[src/design/rhhs_pkg.sv]
package rhhs_pkg;

  localparam int TableSizeDef = 64;
  localparam int KeyBytesDef  = 4;
  localparam int KeyW         = 32;
  localparam int CountW       = 7;
  localparam logic [CountW-1:0] ThresholdRst = 7'd58;

  typedef enum logic [1:0] {
    MODE_INSERT   = 2'd0,
    MODE_REMOVE   = 2'd1,
    MODE_CONTAINS = 2'd2,
    MODE_CLEAR    = 2'd3
  } mode_e;

  typedef enum logic [2:0] {
    ST_IDLE,
    ST_HASH,
    ST_FIND,
    ST_PLACE,
    ST_CLEAR,
    ST_DONE
  } state_e;

  // controller -> datapath
  typedef struct packed {
    logic load;
    logic hash_step;
    logic find_init;
    logic find_step;
    logic place_init;
    logic place_step;
    logic clear_init;
    logic clear_step;
    logic remove_hit;
    logic refuse;
    logic finish;
  } ctrl_t;

  // datapath -> controller
  typedef struct packed {
    logic  hash_done;
    logic  find_done;
    logic  hit;
    logic  place_done;
    logic  clear_done;
    logic  is_full;
    mode_e mode;
  } stat_t;

  // one djb2 step on a byte
  function automatic logic [31:0] djb2_step(logic [31:0] h, logic [7:0] b);
    djb2_step = (h << 5) + h + {24'd0, b};
  endfunction

endpackage

[src/design/rhhs_ctrl.sv]
module rhhs_ctrl (
  input  logic           clk_i,
  input  logic           rst_ni,
  input  logic           start_i,
  output logic           busy_o,
  input  rhhs_pkg::stat_t stat_i,
  output rhhs_pkg::ctrl_t ctrl_o
);

  rhhs_pkg::state_e state_q, state_d;

  always_ff @(posedge clk_i or negedge rst_ni) begin
    if (!rst_ni) begin
      state_q <= rhhs_pkg::ST_IDLE;
    end else begin
      state_q <= state_d;
    end
  end

  always_comb begin
    state_d = state_q;
    unique case (state_q)
      rhhs_pkg::ST_IDLE: begin
        if (start_i) state_d = rhhs_pkg::ST_HASH;
      end
      rhhs_pkg::ST_HASH: begin
        if (stat_i.mode == rhhs_pkg::MODE_CLEAR) state_d = rhhs_pkg::ST_CLEAR;
        else if (stat_i.hash_done) state_d = rhhs_pkg::ST_FIND;
      end
      rhhs_pkg::ST_FIND: begin
        if (stat_i.hit) state_d = rhhs_pkg::ST_DONE;
        else if (stat_i.find_done) begin
          if (stat_i.mode == rhhs_pkg::MODE_INSERT && !stat_i.is_full)
            state_d = rhhs_pkg::ST_PLACE;
          else
            state_d = rhhs_pkg::ST_DONE;
        end
      end
      rhhs_pkg::ST_PLACE: begin
        if (stat_i.place_done) state_d = rhhs_pkg::ST_DONE;
      end
      rhhs_pkg::ST_CLEAR: begin
        if (stat_i.clear_done) state_d = rhhs_pkg::ST_DONE;
      end
      rhhs_pkg::ST_DONE: state_d = rhhs_pkg::ST_IDLE;
      default: state_d = rhhs_pkg::ST_IDLE;
    endcase
  end

  always_comb begin
    ctrl_o = '0;
    busy_o = 1'b1;
    unique case (state_q)
      rhhs_pkg::ST_IDLE: begin
        busy_o = 1'b0;
        ctrl_o.load = start_i;
      end
      rhhs_pkg::ST_HASH: begin
        ctrl_o.hash_step  = 1'b1;
        ctrl_o.find_init  = stat_i.hash_done;
        ctrl_o.clear_init = (stat_i.mode == rhhs_pkg::MODE_CLEAR);
      end
      rhhs_pkg::ST_FIND: begin
        ctrl_o.find_step  = 1'b1;
        ctrl_o.remove_hit = stat_i.hit && (stat_i.mode == rhhs_pkg::MODE_REMOVE);
        ctrl_o.refuse     = !stat_i.hit && stat_i.find_done &&
                            (stat_i.mode == rhhs_pkg::MODE_INSERT) && stat_i.is_full;
        ctrl_o.place_init = !stat_i.hit && stat_i.find_done &&
                            (stat_i.mode == rhhs_pkg::MODE_INSERT) && !stat_i.is_full;
      end
      rhhs_pkg::ST_PLACE: ctrl_o.place_step = 1'b1;
      rhhs_pkg::ST_CLEAR: ctrl_o.clear_step = 1'b1;
      rhhs_pkg::ST_DONE:  ctrl_o.finish     = 1'b1;
      default: ;
    endcase
  end

endmodule

[src/design/rhhs_dp.sv]
module rhhs_dp #(
  parameter int TableSize = rhhs_pkg::TableSizeDef,
  parameter int KeyBytes  = rhhs_pkg::KeyBytesDef
) (
  input  logic                        clk_i,
  input  logic                        rst_ni,
  input  logic [1:0]                  mode_i,
  input  logic [rhhs_pkg::KeyW-1:0]   key_i,
  input  logic                        last_in_batch_i,
  input  logic                        cfg_we_i,
  input  logic [rhhs_pkg::CountW-1:0] cfg_data_i,
  input  rhhs_pkg::ctrl_t             ctrl_i,
  output rhhs_pkg::stat_t             stat_o,
  output logic                        done_o,
  output logic                        found_o,
  output logic                        status_o,
  output logic [rhhs_pkg::CountW-1:0] count_o,
  output logic                        last_in_batch_out_o
);

  localparam int IdxW  = $clog2(TableSize);
  localparam int CntW  = $clog2(TableSize + 1);
  localparam int ByteW = (KeyBytes > 1) ? $clog2(KeyBytes) : 1;
  localparam logic [IdxW-1:0] LastIdx = IdxW'(TableSize - 1);
  localparam int Pow2  = ((TableSize & (TableSize - 1)) == 0) ? 1 : 0;
  // hash / TableSize = (hash * Recip) >> RecSh, exact for any 32-bit hash
  localparam int RecSh = 32 + IdxW;
  localparam logic [64:0] Recip =
    65'(((65'd1 << RecSh) + 65'(TableSize) - 65'd1) / 65'(TableSize));

  // slot storage: key and distance in memory, valid bits in flops
  logic [rhhs_pkg::KeyW-1:0] key_mem [TableSize];
  logic [IdxW-1:0]           dist_mem [TableSize];
  logic [TableSize-1:0]      valid_q;

  logic [rhhs_pkg::CountW-1:0] thr_q;
  logic [CntW-1:0]             cnt_q;
  rhhs_pkg::mode_e             mode_q;
  logic [rhhs_pkg::KeyW-1:0]   key_q;
  logic                        last_q;
  logic [31:0]                 hash_q;
  logic [ByteW:0]              byte_q;
  logic                        hmod_q;   // product registered
  logic                        hrdy_q;   // remainder registered
  logic [64:0]                 hprod_q;
  logic [31:0]                 hquo;
  logic [IdxW-1:0]             pos_q;
  logic [CntW-1:0]             n_q;
  logic                        rd_q;     // read data of pos_q is valid
  logic [rhhs_pkg::KeyW-1:0]   rkey_q;
  logic [IdxW-1:0]             rdist_q;
  logic [rhhs_pkg::KeyW-1:0]   ckey_q;
  logic [IdxW-1:0]             cdist_q;
  logic                        found_q, status_q, done_q;
  logic [31:0]                 hred_q;
  logic [IdxW-1:0]             hred_home_q;

  logic [rhhs_pkg::KeyW-1:0] knorm;
  logic [7:0]                kbyte;
  logic [IdxW-1:0]           pos_nx;
  logic                      slot_v;
  logic                      slot_hit;

  always_comb begin
    knorm = key_i;
    if (KeyBytes < 4) knorm = key_i & ((32'd1 << (8 * KeyBytes)) - 32'd1);
  end

  assign kbyte    = (byte_q < 4) ? key_q[8*byte_q[1:0] +: 8] : 8'd0;
  assign pos_nx   = (pos_q == LastIdx) ? '0 : pos_q + 1'b1;
  assign slot_v   = valid_q[pos_q];
  assign slot_hit = rd_q && slot_v && (rkey_q == key_q);
  assign hquo     = 32'(hprod_q >> RecSh);

  always_ff @(posedge clk_i or negedge rst_ni) begin
    if (!rst_ni) begin
      thr_q   <= rhhs_pkg::ThresholdRst;
      cnt_q   <= '0;
      valid_q <= '0;
      done_q  <= 1'b0;
    end else begin
      done_q <= ctrl_i.finish;
      if (cfg_we_i) thr_q <= cfg_data_i;
      if (ctrl_i.remove_hit) begin
        valid_q[pos_q] <= 1'b0;
        cnt_q <= cnt_q - 1'b1;
      end
      if (ctrl_i.place_step && rd_q && !slot_v) begin
        valid_q[pos_q] <= 1'b1;
        cnt_q <= cnt_q + 1'b1;
      end
      if (ctrl_i.clear_step) begin
        valid_q[pos_q] <= 1'b0;
        cnt_q <= '0;
      end
    end
  end

  // operation registers
  always_ff @(posedge clk_i) begin
    if (ctrl_i.load) begin
      mode_q   <= rhhs_pkg::mode_e'(mode_i);
      key_q    <= knorm;
      last_q   <= last_in_batch_i;
      hash_q   <= 32'd5381;
      byte_q   <= '0;
      hmod_q   <= 1'b0;
      hrdy_q   <= 1'b0;
      found_q  <= 1'b0;
      status_q <= 1'b0;
    end
    if (ctrl_i.hash_step) begin
      if (byte_q < (ByteW+1)'(KeyBytes)) begin
        hash_q <= rhhs_pkg::djb2_step(hash_q, kbyte);
        byte_q <= byte_q + 1'b1;
      end else if (!hmod_q) begin
        hprod_q <= Recip * {33'd0, hash_q};
        hred_q  <= hash_q;
        hmod_q  <= 1'b1;
      end else if (!hrdy_q) begin
        hred_q <= hash_q - hquo * 32'(TableSize);
        hrdy_q <= 1'b1;
      end
    end
    if (ctrl_i.remove_hit || (ctrl_i.find_step && rd_q && slot_v && rkey_q == key_q))
      found_q <= 1'b1;
    if (ctrl_i.refuse) status_q <= 1'b1;
  end

  // memory read/write and scan pointer
  logic hash_ready;
  logic [IdxW-1:0] home;
  assign home       = (Pow2 != 0) ? hash_q[IdxW-1:0] : hred_q[IdxW-1:0];
  assign hash_ready = hmod_q && ((Pow2 != 0) || hrdy_q);

  logic find_hit;
  assign find_hit = ctrl_i.find_step && slot_hit;

  always_ff @(posedge clk_i) begin
    rd_q <= 1'b0;
    if (ctrl_i.find_init) begin
      pos_q   <= home;
      n_q     <= '0;
      ckey_q  <= key_q;
      cdist_q <= '0;
    end
    if (ctrl_i.clear_init) pos_q <= '0;
    if (ctrl_i.find_step && !find_hit) begin
      if (ctrl_i.place_init) begin
        pos_q <= hred_home_q;
        n_q   <= '0;
      end else if (rd_q) begin
        pos_q <= pos_nx;
        n_q   <= n_q + 1'b1;
      end else begin
        rkey_q <= key_mem[pos_q];
        rd_q   <= 1'b1;
      end
    end
    if (ctrl_i.place_step) begin
      if (!rd_q) begin
        rkey_q  <= key_mem[pos_q];
        rdist_q <= dist_mem[pos_q];
        rd_q    <= 1'b1;
      end else if (!slot_v) begin
        key_mem[pos_q]  <= ckey_q;
        dist_mem[pos_q] <= cdist_q;
      end else begin
        if (rdist_q < cdist_q) begin
          key_mem[pos_q]  <= ckey_q;
          dist_mem[pos_q] <= cdist_q;
          ckey_q  <= rkey_q;
          cdist_q <= (rdist_q == LastIdx) ? '0 : rdist_q + 1'b1;
        end else begin
          cdist_q <= (cdist_q == LastIdx) ? '0 : cdist_q + 1'b1;
        end
        pos_q <= pos_nx;
      end
    end
    if (ctrl_i.clear_step) pos_q <= pos_nx;
  end

  always_ff @(posedge clk_i) begin
    if (ctrl_i.find_init) hred_home_q <= home;
  end

  logic [rhhs_pkg::CountW-1:0] cnt_out;
  assign cnt_out = rhhs_pkg::CountW'(cnt_q);

  always_comb begin
    stat_o            = '0;
    stat_o.mode       = mode_q;
    stat_o.hash_done  = hash_ready;
    stat_o.find_done  = rd_q && !slot_hit && (n_q == CntW'(TableSize - 1));
    stat_o.hit        = slot_hit;
    stat_o.place_done = rd_q && !slot_v;
    stat_o.clear_done = (pos_q == LastIdx);
    stat_o.is_full    = ({{(32-CntW){1'b0}}, cnt_q} >= {25'd0, thr_q}) ||
                        (cnt_q >= CntW'(TableSize));
  end

  assign done_o              = done_q;
  assign found_o             = found_q;
  assign status_o            = status_q;
  assign count_o             = cnt_out;
  assign last_in_batch_out_o = last_q;

endmodule

[src/design/robin_hood_hash_set.sv]
// Channel  | Ports                                        | Handshake
// command  | mode_i key_i last_in_batch_i                 | start_i & !busy_o
// result   | found_o status_o count_o last_in_batch_out_o | done_o, one cycle
// config   | full_threshold_we_i full_threshold_i          | we, any time idle
//
// One operation at a time. Hash folds in the KeyBytes key bytes one at a time, then
// registers the modulo product (and the remainder when TableSize is not a power of
// two); the scan then reads and compares each slot in turn, up to TableSize slots,
// and an insert then places the key. Clear walks all valid bits. Reset empties
// the table. The result is shown one cycle on done_o; the receiver cannot stall.
module robin_hood_hash_set #(
  parameter int TableSize = rhhs_pkg::TableSizeDef,
  parameter int KeyBytes  = rhhs_pkg::KeyBytesDef
) (
  input  logic                        clk_i,
  input  logic                        rst_ni,
  input  logic                        start_i,
  output logic                        busy_o,
  input  logic [1:0]                  mode_i,
  input  logic [rhhs_pkg::KeyW-1:0]   key_i,
  input  logic                        last_in_batch_i,
  input  logic                        full_threshold_we_i,
  input  logic [rhhs_pkg::CountW-1:0] full_threshold_i,
  output logic                        done_o,
  output logic                        found_o,
  output logic                        status_o,
  output logic [rhhs_pkg::CountW-1:0] count_o,
  output logic                        last_in_batch_out_o
);

  rhhs_pkg::ctrl_t ctrl;
  rhhs_pkg::stat_t stat;

  rhhs_ctrl u_ctrl (
    .clk_i, .rst_ni, .start_i, .busy_o, .stat_i(stat), .ctrl_o(ctrl)
  );

  rhhs_dp #(.TableSize(TableSize), .KeyBytes(KeyBytes)) u_dp (
    .clk_i, .rst_ni, .mode_i, .key_i, .last_in_batch_i,
    .cfg_we_i(full_threshold_we_i), .cfg_data_i(full_threshold_i),
    .ctrl_i(ctrl), .stat_o(stat), .done_o, .found_o, .status_o, .count_o,
    .last_in_batch_out_o
  );

endmodule

[config.mk]
export PLATFORM = sky130hd
export DESIGN_NAME = robin_hood_hash_set
export DESIGN_NICKNAME = d
export VERILOG_FILES = /design/src/design/rhhs_pkg.sv /design/src/design/rhhs_ctrl.sv /design/src/design/rhhs_dp.sv /design/src/design/robin_hood_hash_set.sv
export SDC_FILE = /design/constraint.sdc
export NUM_CORES = 2
export LEC_CHECK = 0
export ABC_CLOCK_PERIOD_IN_PS = 9600
export BUFFER_PORTS_ARGS = -buffer_cell sky130_fd_sc_hd__buf_4
export CELL_PAD_IN_SITES_DETAIL_PLACEMENT = 0
export CELL_PAD_IN_SITES_GLOBAL_PLACEMENT = 1
export CORE_ASPECT_RATIO = 2
export CORE_UTILIZATION = 59
export DETAILED_ROUTE_END_ITERATION = 10
export PLACE_DENSITY_LB_ADDON = 0.1
export SLEW_MARGIN = 20
export SYNTH_ARGS = -nofsm -noshare
export SYNTH_HDL_FRONTEND = slang
export SYNTH_SLANG_ARGS = --single-unit
[constraint.sdc]
create_clock -name clk_i -period 9.6 [get_ports clk_i]
set_input_delay 0.48 -clock clk_i [delete_from_list [all_inputs] [get_ports clk_i]]
set_output_delay 0.48 -clock clk_i [all_outputs]
set_load 0.01 [all_outputs]
After elaboration in Yosys (flattened, before gate mapping):

Memory sizes are Yosys's and may differ from the RTL's. A register that Yosys moved wholly into a read port is not among the register bits.
Cells that the tools add are included.

* flip-flop bits (word level): 245
* bits in latches: 0
* memory bits (writable): 2432
* bits in read-only memories: 0
* output and inout port bits: 12
* memories: 2

Memories
* u_dp.key_mem: words 64, width 32, read ports 1, clocked after Yosys merged registers in 1, write ports 1, RTL line rhhs_dp.sv:32 `logic [rhhs_pkg::KeyW-1:0] key_mem [TableSize];`
* u_dp.dist_mem: words 64, width 6, read ports 1, clocked after Yosys merged registers in 1, write ports 1, RTL line rhhs_dp.sv:33 `logic [IdxW-1:0] dist_mem [TableSize];`

* $add $sub $neg: 9
* multipliers: 0
* divide/modulo/power cells: 0
* magnitude comparators: 7
* equality and inequality tests: 17
* shift-type cells: 1
* mux-type cells: 86
* bitwise operators: 7
* reduce and logical (&&, ||, !) cells: 30

Operator list (number)
* 32-bit two-way mux: 14
* 64-bit two-way mux: 3
* 64-bit bitwise AND: 2
* 6-bit two-way mux: 18
* 64-bit NOT: 1
* 64-bit bitwise OR: 1
* 7-bit two-way mux: 7
* 3-bit two-way mux: 11
* 32-bit adder: 1
* 32-bit by 8-bit adder with 32-bit output: 1
* 32-bit == test: 1
* 32-bit by 6-bit variable part select with 8-bit output: 1
* 1-bit two-way mux: 26
* 1-bit logical AND: 19
* 6-bit by 1-bit adder with 6-bit output, second input constant: 3
* 6-bit == test, second input constant: 3
* 3-bit one-hot mux with 5 select lines: 1
* 7-bit by 1-bit adder with 7-bit output, second input constant: 2
* 8-bit two-way mux: 1
* 7-bit by 6-bit == test with 1-bit output, second input constant: 1
* 7-bit greater-or-equal comparator: 1
* 7-bit greater-or-equal comparator, second input constant: 1
* 6-bit by 7-bit less-than comparator with 1-bit output, second input constant: 1
* 7-bit by 1-bit subtractor with 7-bit output, second input constant: 1
* other kinds (23): 36

Longest topological paths before layout:

* depth in word-level cells: 19
* gate-level depth with buffers: 21
* mapped depth without buffers: 15

Cells and area by module:

A second synthesis with hierarchy kept.

* cell total of the unflattened synthesis: 5567
* area total of the unflattened synthesis: 97999.0 sq um

By module, submodules not included
* rhhs_dp: instances 1, cells an instance 5523, area an instance 97656.2 sq um, sequential area each 78345.1 sq um
* rhhs_ctrl: instances 1, cells an instance 44, area an instance 342.8 sq um, sequential area each 75.1 sq um

Worst setup path after synthesis:

No wires, ideal clock.

* path type: reg2reg
* start point: register u_dp.cdist_q[1]
* end point: memory u_dp.dist_mem[63][0] in the netlist's numbering, enable pin
* arrival time: 5347 ps
* data required time: 9120 ps
* slack: 3773 ps
* stages on the path, launching flop included: 12
* path buffers: 2
* clock period less this slack: 5827 ps
* cells stage by stage: dfxtp_1 inv_1 ha_1 a21o_1 a21o_1 a21oi_1 o21ai_0 nor2_1 buf_2 nor2_2 buf_2 nor3_1

* cells in the longest elaborated chain, start to end: 7

RTL lines
* from (decl): RTL line rhhs_dp.sv:53 `logic [IdxW-1:0] cdist_q;`
* from (signal assigned): RTL line rhhs_dp.sv:173 `cdist_q <= (rdist_q == LastIdx) ? '0 : rdist_q + 1'b1;`
* from (signal assigned): RTL line rhhs_dp.sv:175 `cdist_q <= (cdist_q == LastIdx) ? '0 : cdist_q + 1'b1;`
* 6-bit less-than comparator: RTL line rhhs_dp.sv:169 `if (rdist_q < cdist_q) begin`
* 1-bit two-way mux: RTL line rhhs_dp.sv:169
* 1-bit two-way mux: RTL line rhhs_dp.sv:165 `end else if (!slot_v) begin`
* 1-bit two-way mux: RTL line rhhs_dp.sv:161 `if (!rd_q) begin`
* 1-bit two-way mux: RTL line rhhs_dp.sv:160 `if (ctrl_i.place_step) begin`
* 1-bit two-way mux (not written as such): RTL line rhhs_dp.sv:171 `dist_mem[pos_q] <= cdist_q;`
* 1-bit bitwise OR (no line)
* to (decl): RTL line rhhs_dp.sv:33

Every way passes these cells.

Final worst setup path:

* start point: register u_dp.pos_q[0]
* end point: memory u_dp.key_mem[45][17] in the netlist's numbering, enable pin

* cells in the longest elaborated chain, start to end: 7
* elaborated cells between the ends (all ways): 11

RTL lines
* from (decl): RTL line rhhs_dp.sv:47 `logic [IdxW-1:0] pos_q;`
* from (signal assigned): RTL line rhhs_dp.sv:142 `pos_q <= home;`
* from (signal assigned): RTL line rhhs_dp.sv:150 `pos_q <= hred_home_q;`
* from (signal assigned): RTL line rhhs_dp.sv:153 `pos_q <= pos_nx;`
* 1-bit binary-select mux with 6-bit select: RTL line rhhs_dp.sv:71 `assign slot_v = valid_q[pos_q];`
* 1-bit two-way mux (not written as such): RTL line rhhs_dp.sv:71
* 1-bit two-way mux: RTL line rhhs_dp.sv:165
* 1-bit two-way mux: RTL line rhhs_dp.sv:161
* 1-bit two-way mux: RTL line rhhs_dp.sv:160
* 1-bit two-way mux, on equally long branches: RTL line rhhs_dp.sv:166, rhhs_dp.sv:170
* 1-bit bitwise OR (no line)
* to (decl): RTL line rhhs_dp.sv:32

Parallel ways exist; a longest one is shown, timed or not. The select of a mux whose other input is x is not followed.

==> impl_metrics.xml <==
<?xml version="1.0" encoding="UTF-8"?>
<metrics>
  <group name="yosys">
    <metric name="syn_nets" unit="">5632</metric>
    <metric name="synth.lib_cells_used.distinct" unit="">77</metric>
    <metric name="yosys-top-cells-area" unit="">edfxtp_1 (76%), a22oi_1 (5.6%), a22o_1 (2.2%)</metric>
    <metric name="synthCells" unit="">5553</metric>
    <metric name="synthArstFlopShare" unit="">0.03086</metric>
    <metric name="synthFlopType" unit="">edfxtp_1</metric>
    <metric name="synth_seq_area_share" unit="">0.7972</metric>
    <metric name="count_of_flip_flops_with_a_built_in_enable_after_synthesis" unit="">2479</metric>
    <metric name="synth-seq-cells" unit="">2657</metric>
    <metric name="ys_warns" unit="">0</metric>
    <metric name="synth.cell_area" unit="sq mm">0.09837</metric>
    <metric name="syn_area_per_cell" unit="sq um">17.71</metric>
    <metric name="synth_top_cell_area_share" unit="">0.7568</metric>
    <metric name="netlist.top_cell.by_area" unit="">edfxtp_1</metric>
  </group>
  <group name="clock_tree">
    <metric name="post_cts_resized" unit="">0</metric>
    <metric name="clock_tree.root_cell" unit="">clkbuf_16</metric>
    <metric name="cts_made_buffers" unit="">218</metric>
    <metric name="post-cts-setup-buffers" unit="">0</metric>
    <metric name="worst_skew_pair.late_latency" unit="ns">0.87</metric>
    <metric name="clkSlewWorstSetupHoldPaths" unit="ns">0.07</metric>
    <metric name="htreeDepth" unit="">4</metric>
    <metric name="cts_max_path_buffers" unit="">4</metric>
    <metric name="cts_tree" unit="">yes</metric>
    <metric name="cts.sink_count" unit="">2657</metric>
    <metric name="cts-hold-fix-buffers" unit="">57</metric>
  </group>
  <group name="sta">
    <metric name="setup_tns_after_final_layout" unit="ns">0</metric>
    <metric name="worst_hold_slack" unit="ns">0.2362</metric>
    <metric name="post-route-min-period" unit="ns">5.960</metric>
    <metric name="final-max-slew-violation-count" unit="">0</metric>
    <metric name="timing_worst_slew_pin_value" unit="ns">1.257</metric>
    <metric name="setup_viol" unit="">0</metric>
    <metric name="clock.fmax" unit="MHz">167.8</metric>
    <metric name="report.final.hold_viol_count" unit="">0</metric>
    <metric name="grt_setup_unrepaired" unit="">no</metric>
    <metric name="clock_skew" unit="ns">0.03187</metric>
    <metric name="timing.slew.headroom" unit="">0.1581</metric>
    <metric name="final_period_util" unit="">0.6209</metric>
  </group>
  <group name="die">
    <metric name="dieWidth" unit="um">290.7</metric>
    <metric name="io_pins" unit="">58</metric>
    <metric name="placement_row_count" unit="">211</metric>
    <metric name="floorplan.initialDensity" unit="">0.5952</metric>
    <metric name="fp.coreArea" unit="sq mm">0.1653</metric>
    <metric name="die_area" unit="sq mm">0.1685</metric>
    <metric name="chipHeight" unit="um">579.4</metric>
  </group>
  <group name="final_layout">
    <metric name="final_net_count" unit="">5783</metric>
    <metric name="share_of_cells_above_drive_strength_1" unit="">0.1319</metric>
    <metric name="utilization" unit="">0.6629</metric>
    <metric name="fillerInstances" unit="">11120</metric>
    <metric name="synthToLayoutAreaGrowth" unit="%">11.38</metric>
  </group>
  <group name="pwr">
    <metric name="leakagePower" unit="nW">34.60</metric>
    <metric name="power_density" unit="mW/mm^2">282.4</metric>
    <metric name="vdd.ir_drop.worst" unit="V">0.0002201</metric>
  </group>
  <group name="global_routing">
    <metric name="grt-ovfl-total" unit="">0</metric>
    <metric name="antenna_found_initial" unit="">10</metric>
    <metric name="groute.usage.overall" unit="">0.3565</metric>
    <metric name="maximum_number_of_pins_on_one_net_before_global_route_repair" unit="">107</metric>
    <metric name="first_pass_grt_wire_length" unit="mm">419.4</metric>
    <metric name="grt_pass1_vias" unit="">55780</metric>
  </group>
  <group name="setup_path">
    <metric name="critical_path_arrival" unit="ns">6.47</metric>
    <metric name="critical_path.most_common_cell" unit="">buf_4</metric>
    <metric name="worst_setup_path_start_kind" unit="">flip-flop</metric>
    <metric name="timing.reg2reg.worst_path_depth" unit="">13</metric>
    <metric name="crit_path_max_incr_delay" unit="ns">0.95</metric>
    <metric name="critical_path.reg2reg.startpoint" unit="">u_dp.pos_q[0]</metric>
    <metric name="startpoint" unit="">u_dp.pos_q[0]</metric>
    <metric name="crit_type" unit="">reg -&gt; reg</metric>
    <metric name="cpMaxStageDelayCell" unit="">nor3_2</metric>
    <metric name="crit_path_required_time" unit="ns">10.11</metric>
    <metric name="endpoint_kind" unit="">flip-flop</metric>
    <metric name="critical_path_maximum_fanout" unit="">64</metric>
    <metric name="worstPathCellList" unit="">buf_4 &gt; or3b_1 &gt; o21ai_0 &gt; nor2_1 &gt; a21oi_2 &gt; and3_1 &gt; nand4_4 &gt; buf_4 &gt; inv_2 &gt; nor2_4 &gt; buf_12 &gt; nor3_2 &gt; buf_4</metric>
  </group>
  <group name="placed_design">
    <metric name="buffer_ports.inserted" unit="">57</metric>
    <metric name="dp_hpwl" unit="mm">179.7</metric>
    <metric name="gp_congestion" unit="">0.8698</metric>
  </group>
  <group name="hold_path">
    <metric name="worst_hold_path_type" unit="">in -&gt; async</metric>
  </group>
  <group name="status">
    <metric name="status" unit="">finished clean</metric>
  </group>
  <group name="detailed_routing">
    <metric name="drt-met1-wl" unit="mm">102.1</metric>
    <metric name="vias" unit="">57570</metric>
    <metric name="dr.pass1.iters" unit="">8</metric>
    <metric name="post-route-drc-count" unit="">0</metric>
    <metric name="post_detailed_route_count_of_antenna_violating_nets" unit="">0</metric>
    <metric name="routed_wl" unit="mm">302.8</metric>
    <metric name="met2_layer_wire_length_in_the_routed_design" unit="mm">154.4</metric>
    <metric name="drt-vias-per-instance" unit="">7.181</metric>
    <metric name="topRoutingLayerUsed" unit="">met5</metric>
    <metric name="wl_per_cell" unit="um">37.77</metric>
    <metric name="drtIter0Drc" unit="">7580</metric>
    <metric name="routed-wl-met3" unit="mm">28.05</metric>
  </group>
  <group name="flow_run">
    <metric name="max-cap-violations" unit="">0</metric>
  </group>
</metrics>
power breakdown:
group	switching (mW)	internal (mW)
registers	0.383	14.0
logic	5.61	2.04
clock network	4.03	4.83
total	10.0	20.9
logic make-up after synthesis:
| group | count (synthesis) | share of synthesized area |
|---|---|---|
| flip-flops | 2657 | 0.7972 |
| AO/OA/AOI/OAI | 1799 | 0.1354 |
| AND/OR/NAND/NOR | 470 | 0.02427 |
| buffers and inverters | 437 | 0.01950 |
| multiplexers | 108 | 0.01486 |
| XOR/XNOR | 49 | 0.004363 |
| adder cells (fa/ha/maj) | 33 | 0.004350 |
cell usage in the layout, fill, tap and decap left out, types with 42 or more instances in the layout:
master,synthesis,layout
edfxtp_1,2479,2479
a22oi_1,737,737
a31oi_1,309,309
buf_4,8,254
a22o_1,247,247
a221oi_1,242,242
clkbuf_16,0,218
nand2_1,125,123
a21oi_1,120,120
dfrtp_1,78,78
nand4_1,74,74
dfxtp_1,96,64
o21ai_0,60,59
dlygate4sd3_1,0,57
mux2i_1,53,53
nand3_1,53,51
nor3_2,1,46
clkinv_1,1,44
nor2_1,67,43
clkbuf_1,208,43
clkinv_2,0,42
routing by layer:
layer  vias to the layer above  track usage
met1                     29590       0.4321
li1                      23520            -
met5                         -            0
met3                       772      0.05859
met2                      3675       0.6145
met4                         2       0.1918
synth_stat cells, types with 51 or more instances:
library cell,number
buf_2,104
nand4_1,74
nor3_1,51
nand3_1,53
a22o_1,247
a221oi_1,242
a22oi_1,737
nor2_1,67
mux2i_1,53
dfxtp_1,96
a21oi_1,120
o21ai_0,60
buf_1,65
dfrtp_1,78
clkbuf_1,208
a31oi_1,309
edfxtp_1,2479
nand2_1,125
final cells by class:
class | count | area [sq um] | share of cell area
Sequential cell | 2657 | 78470 | 0.7162
Tap cell | 2130 | 2665 | 0.02433
Inverter | 41 | 153.9 | 0.001405
Timing Repair Buffer | 327 | 2789 | 0.02546
Multi-Input combinational cell | 2459 | 18550 | 0.1693
Antenna cell | 9 | 22.52 | 0.0002056
Clock buffer | 266 | 5685 | 0.05189
Clock inverter | 127 | 1226 | 0.01119
through the flow:
step | total power [mW] | std cells | area (sq um) | worst slack [ns]
after floorplan | 18.61 | 5553 | 98370 | 3.773
after global placement | 22.06 | 7557 | 102000 | 3.810
after detailed placement | 22.15 | 7557 | 102100 | 3.770
after CTS | 30.84 | 8007 | 109500 | 3.743
after global routing | 31.63 | 8008 | 109500 | 3.503
final | 30.94 | 8016 | 109600 | 3.640
critical path: cells and delay by family, from the launching register on:
family	cells	cell delay, ns
buffers and inverters	5	2.21
DFF	1	0.31
AOI/OAI and AO/OA	2	0.47
and+or+nand+nor	6	2.33
flip-flops by register name, summed over array words and instances (netlist names), 7 cells and up, named ones only:
signal and flops:
u_dp.ckey_q 32, u_dp.count_o 7, u_dp.dist_mem 384, u_dp.key_mem 2048, u_dp.key_q 32, u_dp.n_q 7, u_dp.rkey_q 32, u_dp.thr_q 7
u_dp.valid_q 63
worst paths after layout:
| path | end | slack [ns] |
|---|---|---|
| worst min register to register | u_dp.n_q[6] | 0.48 |
| worst min-delay path | u_dp.thr_q[0] | 0.24 |
| max in group asynchronous | u_dp.done_o | 8.76 |
| worst max register to register | u_dp.key_mem[45][17] | 3.64 |
| min in group clk_i | u_dp.key_q[1] | 0.35 |
| worst max-delay path | u_dp.key_mem[45][17] | 3.64 |
Note: power is estimated with default switching activity, not from simulation.
